[src/rtl/ctc_pkg.sv]
package ctc_pkg;

    localparam int YEAR_W  = 14;
    localparam int MONTH_W = 4;
    localparam int DAY_W   = 5;
    localparam int HOUR_W  = 5;
    localparam int MIN_W   = 6;
    localparam int SEC_W   = 6;

    localparam int IN_DATA_W  = 40;
    localparam int OUT_DATA_W = 48;

    localparam logic [SEC_W:0]    SECS_PER_MIN  = 7'd60;
    localparam logic [MIN_W:0]    MINS_PER_HOUR = 7'd60;
    localparam logic [HOUR_W:0]   HOURS_PER_DAY = 6'd24;
    localparam logic [HOUR_W-1:0] HOUR_NOON     = 5'd12;
    localparam logic [HOUR_W-1:0] HOUR_MIDNIGHT = 5'd0;

    localparam logic [YEAR_W-1:0]  YEAR_LAST     = 14'd9999;
    localparam logic [YEAR_W-1:0]  YEAR_AT_RESET = 14'd2018;
    localparam logic [MONTH_W-1:0] MONTH_JAN     = 4'd1;
    localparam logic [MONTH_W-1:0] MONTH_FEB     = 4'd2;
    localparam logic [MONTH_W-1:0] MONTH_APR     = 4'd4;
    localparam logic [MONTH_W-1:0] MONTH_JUN     = 4'd6;
    localparam logic [MONTH_W-1:0] MONTH_SEP     = 4'd9;
    localparam logic [MONTH_W-1:0] MONTH_NOV     = 4'd11;
    localparam logic [MONTH_W-1:0] MONTH_DEC     = 4'd12;
    localparam logic [DAY_W-1:0]   DAY_FIRST     = 5'd1;

    // Division by 100 of a 14-bit year: multiply by ceil(2^19 / 100) and shift.
    // The error stays below 1/100 for every year below 2^14.
    localparam int             DIV100_SHIFT = 19;
    localparam int             PROD_W       = YEAR_W + 13;
    localparam int             CENT_W       = PROD_W - DIV100_SHIFT;
    localparam logic [12:0]    DIV100_MUL   = 13'd5243;
    localparam logic [YEAR_W:0] CENTURY     = 15'd100;

    typedef struct packed {
        logic [SEC_W-1:0]   second;
        logic [MIN_W-1:0]   minute;
        logic [HOUR_W-1:0]  hour;
        logic [DAY_W-1:0]   day;
        logic [MONTH_W-1:0] month;
        logic [YEAR_W-1:0]  year;
    } t_ctc_load;

    typedef struct packed {
        logic [HOUR_W-1:0] hour;
        logic [MIN_W-1:0]  minute;
        logic [SEC_W-1:0]  second;
    } t_ctc_time;

    typedef struct packed {
        logic [YEAR_W-1:0]  year;
        logic [MONTH_W-1:0] month;
        logic [DAY_W-1:0]   day;
    } t_ctc_date;

    typedef struct packed {
        logic accept;
        logic load;
    } t_ctc_step;

    typedef struct packed {
        logic               pad;
        logic               day_rolled;
        logic               is_pm;
        logic [HOUR_W-1:0]  shown_hour;
        logic [SEC_W-1:0]   cur_second;
        logic [MIN_W-1:0]   cur_minute;
        logic [HOUR_W-1:0]  cur_hour;
        logic [DAY_W-1:0]   cur_day;
        logic [MONTH_W-1:0] cur_month;
        logic [YEAR_W-1:0]  cur_year;
    } t_ctc_result;

    // Gregorian rule: divisible by 4, except by 100, unless by 400.
    function automatic logic leap_year(input logic [YEAR_W-1:0] y);
        logic [PROD_W-1:0] prod;
        logic [CENT_W-1:0] cent;
        logic [YEAR_W:0]   back;
        prod = PROD_W'(y) * PROD_W'(DIV100_MUL);
        cent = prod[PROD_W-1:DIV100_SHIFT];
        back = (YEAR_W + 1)'(cent) * CENTURY;
        return (y[1:0] == 2'd0) && ((back[YEAR_W-1:0] != y) || (cent[1:0] == 2'd0));
    endfunction

    function automatic logic [DAY_W-1:0] month_length(input logic [MONTH_W-1:0] m,
                                                      input logic leap);
        logic [DAY_W-1:0] len;
        case (m) inside
            MONTH_FEB: begin
                len = leap ? 5'd29 : 5'd28;
            end
            MONTH_APR, MONTH_JUN, MONTH_SEP, MONTH_NOV: begin
                len = 5'd30;
            end
            default: begin
                len = 5'd31;
            end
        endcase
        return len;
    endfunction

endpackage

[src/rtl/ctc_time.sv]
module ctc_time (
    input  logic                 i_clk,
    input  logic                 i_rst_n,
    input  ctc_pkg::t_ctc_step   i_step,
    input  ctc_pkg::t_ctc_time   i_load,
    output ctc_pkg::t_ctc_time   o_next,
    output logic                 o_roll
);

    ctc_pkg::t_ctc_time r_time;
    ctc_pkg::t_ctc_time n_time;

    logic [ctc_pkg::SEC_W:0]  sec_inc;
    logic [ctc_pkg::MIN_W:0]  min_val;
    logic [ctc_pkg::HOUR_W:0] hour_val;
    logic                     roll;

    // Seconds carry into minutes, minutes into hours; an hour past the day wraps.
    always_comb begin
        n_time   = r_time;
        roll     = 1'b0;
        sec_inc  = {1'b0, r_time.second} + 7'd1;
        min_val  = {1'b0, r_time.minute};
        hour_val = {1'b0, r_time.hour};
        if (i_step.load) begin
            n_time = i_load;
        end else begin
            if (sec_inc >= ctc_pkg::SECS_PER_MIN) begin
                n_time.second = '0;
                min_val       = min_val + 7'd1;
            end else begin
                n_time.second = sec_inc[ctc_pkg::SEC_W-1:0];
            end
            if (min_val >= ctc_pkg::MINS_PER_HOUR) begin
                n_time.minute = '0;
                hour_val      = hour_val + 6'd1;
            end else begin
                n_time.minute = min_val[ctc_pkg::MIN_W-1:0];
            end
            if (hour_val >= ctc_pkg::HOURS_PER_DAY) begin
                n_time = '0;
                roll   = 1'b1;
            end else begin
                n_time.hour = hour_val[ctc_pkg::HOUR_W-1:0];
            end
        end
    end

    always_ff @(posedge i_clk) begin
        if (!i_rst_n) begin
            r_time <= '0;
        end else if (i_step.accept) begin
            r_time <= n_time;
        end
    end

    assign o_next = n_time;
    assign o_roll = roll;

endmodule

[src/rtl/ctc_date.sv]
module ctc_date (
    input  logic                 i_clk,
    input  logic                 i_rst_n,
    input  ctc_pkg::t_ctc_step   i_step,
    input  ctc_pkg::t_ctc_date   i_load,
    input  logic                 i_roll,
    output ctc_pkg::t_ctc_date   o_next
);

    ctc_pkg::t_ctc_date r_date;
    ctc_pkg::t_ctc_date n_date;
    logic               r_leap;
    logic               n_leap;
    logic [ctc_pkg::DAY_W-1:0] len;

    // The leap flag travels with the year so the month length is ready at once.
    always_comb begin
        n_date = r_date;
        len    = ctc_pkg::month_length(r_date.month, r_leap);
        if (i_step.load) begin
            n_date = i_load;
        end else if (i_roll) begin
            if (r_date.day < len) begin
                n_date.day = r_date.day + 5'd1;
            end else begin
                n_date.day = ctc_pkg::DAY_FIRST;
                if (r_date.month >= ctc_pkg::MONTH_DEC) begin
                    n_date.month = ctc_pkg::MONTH_JAN;
                    n_date.year  = (r_date.year >= ctc_pkg::YEAR_LAST) ? '0
                                 : r_date.year + 14'd1;
                end else begin
                    n_date.month = r_date.month + 4'd1;
                end
            end
        end
        n_leap = ctc_pkg::leap_year(n_date.year);
    end

    always_ff @(posedge i_clk) begin
        if (!i_rst_n) begin
            r_date.year  <= ctc_pkg::YEAR_AT_RESET;
            r_date.month <= ctc_pkg::MONTH_JAN;
            r_date.day   <= ctc_pkg::DAY_FIRST;
            r_leap       <= 1'b0;
        end else if (i_step.accept) begin
            r_date <= n_date;
            r_leap <= n_leap;
        end
    end

    assign o_next = n_date;

endmodule

[src/rtl/ctc_disp.sv]
module ctc_disp (
    input  logic [ctc_pkg::HOUR_W-1:0] i_hour,
    input  logic                       i_fmt_12h,
    output logic [ctc_pkg::HOUR_W-1:0] o_shown_hour,
    output logic                       o_is_pm
);

    // In 12-hour form midnight shows as 12 and afternoon hours drop by 12.
    always_comb begin
        o_shown_hour = i_hour;
        o_is_pm      = 1'b0;
        if (i_fmt_12h) begin
            if (i_hour == ctc_pkg::HOUR_MIDNIGHT) begin
                o_shown_hour = ctc_pkg::HOUR_NOON;
            end else if (i_hour > ctc_pkg::HOUR_NOON) begin
                o_shown_hour = i_hour - ctc_pkg::HOUR_NOON;
            end
            o_is_pm = (i_hour >= ctc_pkg::HOUR_NOON);
        end
    end

endmodule

[src/rtl/clock_calendar_tick.sv]
// Real-time clock and calendar driven by a stream of one-second ticks.
// Input channel (s_axis): each transfer is a tick (tuser 0) or a load of the
// whole time and date (tuser 1, values in tdata, stored without any range check).
// Output channel (m_axis): every input transfer yields exactly one result with
// the year, month, day and 24-hour time after that step, the displayed hour,
// the PM flag and a flag that marks a tick that crossed midnight.
// Configuration: i_cfg_we writes i_cfg_wdata into the hour-format register
// (0 gives a 24-hour displayed hour, 1 gives 12-hour with PM flag); write it
// only while no transfer is in flight.
// A result appears on m_axis in the cycle after its input transfer. Throughput is
// one item per cycle while the receiver does not stall, set by the registered update of
// the time and date registers, which the next item reads straight away.
// The result register frees the input side: a new item is taken while the
// receiver takes the previous result in the same cycle. When the receiver
// stalls, the held result stays on m_axis and s_axis_tready drops until it is
// taken. Reset (synchronous, active low) sets 00:00:00 on January 1, 2018,
// selects the 24-hour format and empties the result register.
module clock_calendar_tick (
    input  logic                               i_clk,
    input  logic                               i_rst_n,
    input  logic                               i_cfg_we,
    input  logic                               i_cfg_wdata,
    input  logic                               s_axis_tvalid,
    output logic                               s_axis_tready,
    // tdata from bit 0: load_year, load_month, load_day, load_hour,
    // load_minute, load_second
    input  logic [ctc_pkg::IN_DATA_W-1:0]      s_axis_tdata,
    // tuser: action (0 tick, 1 load)
    input  logic                               s_axis_tuser,
    output logic                               m_axis_tvalid,
    input  logic                               m_axis_tready,
    // tdata from bit 0: cur_year, cur_month, cur_day, cur_hour, cur_minute,
    // cur_second, shown_hour, is_pm, day_rolled, one zero pad bit
    output logic [ctc_pkg::OUT_DATA_W-1:0]     m_axis_tdata
);

    logic                 r_hour_format;
    logic                 r_out_valid;
    ctc_pkg::t_ctc_result r_result;
    ctc_pkg::t_ctc_result n_result;

    ctc_pkg::t_ctc_load   load_in;
    ctc_pkg::t_ctc_time   load_time;
    ctc_pkg::t_ctc_date   load_date;
    ctc_pkg::t_ctc_step   step;
    ctc_pkg::t_ctc_time   next_time;
    ctc_pkg::t_ctc_date   next_date;
    logic                 roll;
    logic                 accept;
    logic [ctc_pkg::HOUR_W-1:0] shown_hour;
    logic                 is_pm;

    // The input side is open whenever the result register is empty or being drained.
    assign s_axis_tready = !r_out_valid || m_axis_tready;
    assign accept        = s_axis_tvalid && s_axis_tready;

    assign load_in          = ctc_pkg::t_ctc_load'(s_axis_tdata);
    assign load_time.hour   = load_in.hour;
    assign load_time.minute = load_in.minute;
    assign load_time.second = load_in.second;
    assign load_date.year   = load_in.year;
    assign load_date.month  = load_in.month;
    assign load_date.day    = load_in.day;

    assign step.accept = accept;
    assign step.load   = s_axis_tuser;

    ctc_time u_time (
        .i_clk   (i_clk),
        .i_rst_n (i_rst_n),
        .i_step  (step),
        .i_load  (load_time),
        .o_next  (next_time),
        .o_roll  (roll)
    );

    ctc_date u_date (
        .i_clk   (i_clk),
        .i_rst_n (i_rst_n),
        .i_step  (step),
        .i_load  (load_date),
        .i_roll  (roll),
        .o_next  (next_date)
    );

    ctc_disp u_disp (
        .i_hour       (next_time.hour),
        .i_fmt_12h    (r_hour_format),
        .o_shown_hour (shown_hour),
        .o_is_pm      (is_pm)
    );

    // The result carries the state after this step, the same values the
    // counters take at this edge.
    always_comb begin
        n_result.pad        = 1'b0;
        n_result.day_rolled = roll;
        n_result.is_pm      = is_pm;
        n_result.shown_hour = shown_hour;
        n_result.cur_second = next_time.second;
        n_result.cur_minute = next_time.minute;
        n_result.cur_hour   = next_time.hour;
        n_result.cur_day    = next_date.day;
        n_result.cur_month  = next_date.month;
        n_result.cur_year   = next_date.year;
    end

    always_ff @(posedge i_clk) begin
        if (!i_rst_n) begin
            r_hour_format <= 1'b0;
            r_out_valid   <= 1'b0;
        end else begin
            if (i_cfg_we) begin
                r_hour_format <= i_cfg_wdata;
            end
            if (accept) begin
                r_out_valid <= 1'b1;
            end else if (m_axis_tready) begin
                r_out_valid <= 1'b0;
            end
        end
    end

    always_ff @(posedge i_clk) begin
        if (accept) begin
            r_result <= n_result;
        end
    end

    assign m_axis_tvalid = r_out_valid;
    assign m_axis_tdata  = r_result;

`ifndef SYNTH
    a_accept_gives_result: assert property (@(posedge i_clk) disable iff (!i_rst_n)
        accept |=> m_axis_tvalid)
        else $error("accepted transfer did not produce a result");

    a_load_never_rolls: assert property (@(posedge i_clk) disable iff (!i_rst_n)
        accept && s_axis_tuser |=> !r_result.day_rolled)
        else $error("load reported a midnight rollover");

    a_roll_at_midnight: assert property (@(posedge i_clk) disable iff (!i_rst_n)
        r_out_valid && r_result.day_rolled |->
            (r_result.cur_hour == '0) && (r_result.cur_minute == '0)
            && (r_result.cur_second == '0))
        else $error("rollover result not at midnight");

    a_tick_result_follows: assert property (@(posedge i_clk) disable iff (!i_rst_n)
        accept && !s_axis_tuser && !roll |=>
            (r_result.cur_day == $past(r_result.cur_day)) || !$past(r_out_valid))
        else $error("date changed on a tick without rollover");
`endif

endmodule
[config.mk]
export PLATFORM = sky130hd
export DESIGN_NAME = clock_calendar_tick
export DESIGN_NICKNAME = d
export VERILOG_FILES = /design/src/rtl/ctc_pkg.sv /design/src/rtl/ctc_time.sv /design/src/rtl/ctc_date.sv /design/src/rtl/ctc_disp.sv /design/src/rtl/clock_calendar_tick.sv
export SDC_FILE = /design/constraint.sdc
export NUM_CORES = 1
export LEC_CHECK = 0
export BUFFER_PORTS_ARGS = -buffer_cell sky130_fd_sc_hd__buf_2
export CAP_MARGIN = 20
export CORE_MARGIN = 2
export CORE_UTILIZATION = 50
export CTS_CLUSTER_SIZE = 12
export DETAILED_ROUTE_END_ITERATION = 12
export GPL_ROUTABILITY_DRIVEN = 0
export HOLD_SLACK_MARGIN = 0.05
export PLACE_DENSITY = 0.75
export SLEW_MARGIN = 20
export SYNTH_ARGS = -nofsm -noshare
export SYNTH_HDL_FRONTEND = slang
export SYNTH_SLANG_ARGS = --single-unit
[constraint.sdc]
create_clock -name i_clk -period 24.2 [get_ports i_clk]
set_clock_uncertainty 0.05 [all_clocks]
set_input_delay 6.05 -clock i_clk [delete_from_list [all_inputs] [get_ports i_clk]]
set_output_delay 6.05 -clock i_clk [all_outputs]
set_load 0.03 [all_outputs]
==> Yosys cells after proc, flatten, opt, wreduce, memory -nomap -nowiden <==
Index checks and enable logic that the tools add are counted.
{ "totals": {"reg_bits": 90, "out_inout_bits": 50, "elab_cells": 77} }
{ "classes": {"addsub": 7, "n_mul": 2, "order_cmp": 8, "eq_ne": 6, "mux": 26, "reduce_logical": 10} }
{ "ops": {"columns": ["cell", "count"], "rows": [
  ["2-to-1 mux 23 bit", 2],
  ["2-to-1 mux 5 bit", 6],
  ["2-to-1 mux 14 bit", 2],
  ["multiplier 14 x 13 -> 27 bit (second input constant)", 1],
  ["2-to-1 mux 6 bit", 4],
  ["2-to-1 mux 18 bit", 1],
  ["2-to-1 mux 17 bit", 1],
  ["adder 14 x 1 -> 14 bit (second input constant)", 1],
  ["adder 6 x 1 -> 7 bit (second input constant)", 2],
  ["greater-or-equal comparator 14 bit (second input constant)", 1],
  ["greater-or-equal comparator 7 x 6 -> 1 bit (second input constant)", 2],
  ["2-to-1 mux 7 bit", 2],
  ["!= test 14 bit", 1],
  ["multiplier 8 x 5 -> 12 bit (second input constant)", 1],
  ["2-to-1 mux 12 bit", 1],
  ["== test 4 x 3 -> 1 bit (second input constant)", 2],
  ["== test 4 bit (second input constant)", 2],
  ["adder 5 x 1 -> 6 bit (second input constant)", 1],
  ["greater-or-equal comparator 6 x 5 -> 1 bit (second input constant)", 1],
  ["2-to-1 mux 1 bit", 6],
  ["adder 5 x 1 -> 5 bit (second input constant)", 1],
  ["greater-or-equal comparator 5 x 4 -> 1 bit (second input constant)", 1],
  ["> comparator 5 x 4 -> 1 bit (second input constant)", 1],
  ["zero test 5 bit", 1],
  ["other kinds (12)", 15]
]} }

==> Logic depth before layout (Yosys ltp) <==
{ "logic_depth": {"ltp_word": 17, "ltp_mapped": 48} }

==> Cells and area by module <==
Synthesis repeated with hierarchy kept, for this count alone.
{ "hier_totals": {"cells_unflattened": 979, "hier_area_um2": 9225.1} }
{ "by_module_without_submodules": {"columns": ["mod", "instances", "cells_each", "area_each_um2", "seq_area_each_um2"], "rows": [
  ["ctc_date", 1, 695, 6073.3, 480.5],
  ["clock_calendar_tick", 1, 57, 1516.5, 1451.4],
  ["ctc_time", 1, 203, 1485.2, 340.3],
  ["ctc_disp", 1, 24, 150.1, 0.0]
]} }

==> Worst setup path after synthesis <==
Ideal clock, no wire load.
{ "synth_timing": {"path_kind": "input-to-reg", "from": "input s_axis_tuser", "to": "register u_date.r_leap", "arrival_time_ps": 15207, "required_ps": 24018, "slack_ps": 8810, "stages": 41, "cell_sequence": "clkbuf_1 > clkbuf_1 > clkbuf_1 > clkbuf_1 > a221o_1 > o21ai_1 > inv_1 > fa_1 > ha_1 > inv_1 > fa_1 > inv_1 > fa_1 > inv_1 > fa_1 > inv_1 > ha_1 > nand3_1 > (+5 left out) > nand2b_1 > xor2_1 > ha_1 > ha_1 > inv_1 > fa_1 > inv_1 > ha_1 > a21o_1 > a211o_1 > a211oi_1 > xnor2_1 > a21oi_1 > a31o_2 > a2111oi_4 > nand4_1 > o31ai_1 > a21oi_1"} }
{ "synth_rtl": {"columns": ["element", "line", "text"], "rows": [
  ["start, declared", "clock_calendar_tick.sv:29", "input logic s_axis_tuser,"],
  ["end signal, assigned", "ctc_date.sv:47", "r_leap <= n_leap;"],
  ["end, declared", "ctc_date.sv:12", "logic r_leap;"]
]} }

==> parameters.txt <==
Parameter                              Value

Placement
  Port Buffer Count ... 95
  Dpl hpwl ... 16.1 mm
  Number of placed instances with taps included ... between 1000 and 1500
  Placed instance area ... roughly 9600 um^2

STA
  Worst max-slew margin expressed relative to the limit ... a little under a third
  Number of pins with negative max-slew slack in the final report ... 0
  Final period utilization ... between 60% and 70%
  Final count of hold timing violations ... 0
  FMAX ... roughly 63 MHz
  Setup-violating endpoint count in the final report ... 0
  Final TNS setup ... 0 ns
  Worst slew pin tran ... roughly 1.0 ns
  Tmin final ... approximately 16 ns
  Unrepaired setup endpoints after global routing ... false

Logic synthesis
  Async set-or-reset flop fraction in the synthesized netlist ... 0%
  Area fraction of the dominant cell type after synthesis ... 18.5%
  Total of warnings raised by yosys ... 0
  Cell types with the largest area share after synthesis ... ha_1, edfxtp_1, fa_1
  Portion of the post-synthesis area used by sequential elements ... 25.5%
  Leading register cell type out of synthesis ... edfxtp_1
  Post-synth cell types ... 80
  Largest area contributor in the netlist ... ha_1
  Netlist area before placement ... just under 9000 um^2
  Avg Inst Size Synth ... 9.09 um^2
  Count of flip-flops with a built-in enable after synthesis ... 47
  Flip-flop and latch count after synthesis ... 90
  Syn nets ... 1219
  Syn Inst Count ... around 1000

CTS
  Clock-pin slew on the worst setup and hold paths ... approximately 0.070 ns
  Number of sinks driven by the clock tree ... 90
  Number of CTS-inserted buffers ... 9
  CTS tree ... done
  Clock tree root buffer cell ... clkbuf_16
  Post-cts hold buffer count ... 0
  PostCTS Resize Cnt ... 0
  H-Tree Level Count ... 3
  Number of buffers inserted to repair setup after CTS ... 0
  Clock latency on the worst-skew pair ... between 0.3 and 0.4 ns
  Maximum clock path buffer count ... 2

Detailed routing
  DRT Wirelength ... ~21 mm
  DRT Pass-1 Iters ... 5
  Residual DRC count ... 0
  Vias after detailed routing ... about 7200
  Detail-routed net length per standard cell ... 15.9 um
  Iteration-0 DRC Markers ... approximately 570
  Average vias per placed instance ... about 5.6
  Number of routed nets with antenna violations ... 0

Critical path
  Worst Setup End Kind ... flop
  Data arrival, critical path ... around 16 ns
  Kind of start point of the critical path ... input pin
  Cell with the largest stage delay on the worst path ... a211oi_1
  Largest stage delay on the critical path ... around 0.65 ns
  Req. time, crit path ... 24.37 ns
  Classification of the worst setup path ... in2reg
  Worst-path maximum fanout ... 29
  Critical path's most frequent cell ... inv_1

Global routing
  Global routing usage summed across all routing layers ... between 20% and 30%
  Pin count of the biggest net entering global routing ... 89
  Total grt overflow ... 0
  Number of global-route vias before repair ... 7099
  Number of antenna violations at the first check in global routing ... 0
  First-pass GRT wire length ... about 34 mm

Floorplan
  Starting density of the core ... between 50 and 60%
  Core area ... 17400 um^2
  Die Outline Area ... around 19000 um^2
  IO Pins ... 97
  Die Height ... between 100 and 150 um
  Count of standard-cell rows ... 48
  X dimension of the die ... ~140 um

Min path
  Classification of the worst-slack hold path ... reg2reg

Final layout
  Final Cell Area ... 9890 um^2
  Fraction of layout cells with a size suffix above 1 ... about an eighth
  P&R area growth vs syn ... 10.8%
  Final nets ... 1300
  Non-filler cells in the finished layout ... 1294

Run status
  Result of the run ... completed

Flow run
  Max Cap Viol ... 0
## cell families after synthesis
family | share of synthesized area (%)
xor gates and xnor gates | 5.29
and+or+nand+nor | 14.1
other | 0.0420
DFF | 25.5
buffers and inverters | 7.22
AOI/OAI and AO/OA | 15.2
muxes | 1.02
adders and majority gates | 31.7
## final timing paths
path | depth (start not counted) | slack [ns] | end | start
worst max-delay path | 38 | 8.25 | u_date.r_leap | s_axis_tuser
worst min-delay path | 2 | 0.44 | u_time.r_time[5] | u_time.r_time[5]
worst max register to register | 45 | 12.36 | u_date.r_leap | u_date.r_date[5]
worst min register to register | 2 | 0.44 | u_time.r_time[5] | u_time.r_time[5]
## stage by stage
stage | utilization (%) | hold WS, ns | worst slack, ns
after global routing | 57.0 | 0.469 | 7.31
after global placement | 55.2 | 0.425 | 8.17
after floorplan | - | 0.383 | 8.81
final | 57.0 | 0.438 | 8.25
after detailed placement | 55.2 | 0.426 | 7.89
after CTS | 56.9 | 0.437 | 8.26
## worst max-delay path, delay by kind of cell
kind,cells,cell delay (ns)
xor gates and xnor gates,2,0.51
buffers and inverters,9,1.48
and+or+nand+nor,4,0.47
adders and majority gates,10,4.14
AOI/OAI and AO/OA,13,3.45
## sequential cells by signal (all words and copies together) (netlist names)
| name | flops |
|---|---|
| u_date.r_date | 23 |
| u_date.r_leap | 1 |
| u_time.r_time | 17 |
| m_axis_tvalid | 1 |
| m_axis_tdata | 47 |
| r_hour_format | 1 |
## metal layers
metal	vias to the layer above	GRT usage, %	routed length [um]
met3	47	2.24	935
met5	-	0	0
met1	3432	29.5	8830
met2	193	38.1	10100
li1	3551	-	-
met4	0	11.5	751
## cells in the mapped netlist, types with 5 or more instances
cell type and number:
dfxtp_1 43, and2_1 10, xor2_1 18, a21o_1 11
a21oi_1 53, mux2i_1 8, nand2_1 111, nor3_1 19
clkbuf_1 26, nor2b_1 5, o21ai_0 47, nor2_1 59
inv_1 131, and3_1 6, edfxtp_1 47, xnor2_1 34
nand2b_1 7, a211oi_1 11, o21a_1 7, nand4_1 8
o211ai_1 8, ha_1 132, fa_1 58, nand3_1 24
## layout by cell type, fill, tap and decap left out, drive strengths merged, types with 13 or more instances in the layout
cell | Yosys | routed
nor3 | 19 | 19
nor2 | 59 | 59
nand3 | 24 | 24
dfxtp | 43 | 43
o21ai | 51 | 51
inv | 133 | 134
a21oi | 55 | 55
nand2 | 111 | 111
xnor2 | 35 | 35
ha | 132 | 132
edfxtp | 47 | 47
a211oi | 13 | 13
fa | 58 | 58
buf | 6 | 101
xor2 | 18 | 18
## final cells by class
| type | instances | area, um^2 |
|---|---|---|
| sequential | 90 | 2270 |
| multi-input combinational | 725 | 6010 |
| tap | 225 | 282 |
| timing repair buffer | 102 | 528 |
| fill | 1554 | 7470 |
| antenna | 1 | 2.50 |
| clock buffer | 11 | 253 |
| inverter | 135 | 508 |
| clock inverter | 5 | 37.5 |
Power is left out: the tool's default activity adds up to more than one toggle a clock period on the data nets, which glitch-free logic cannot reach.
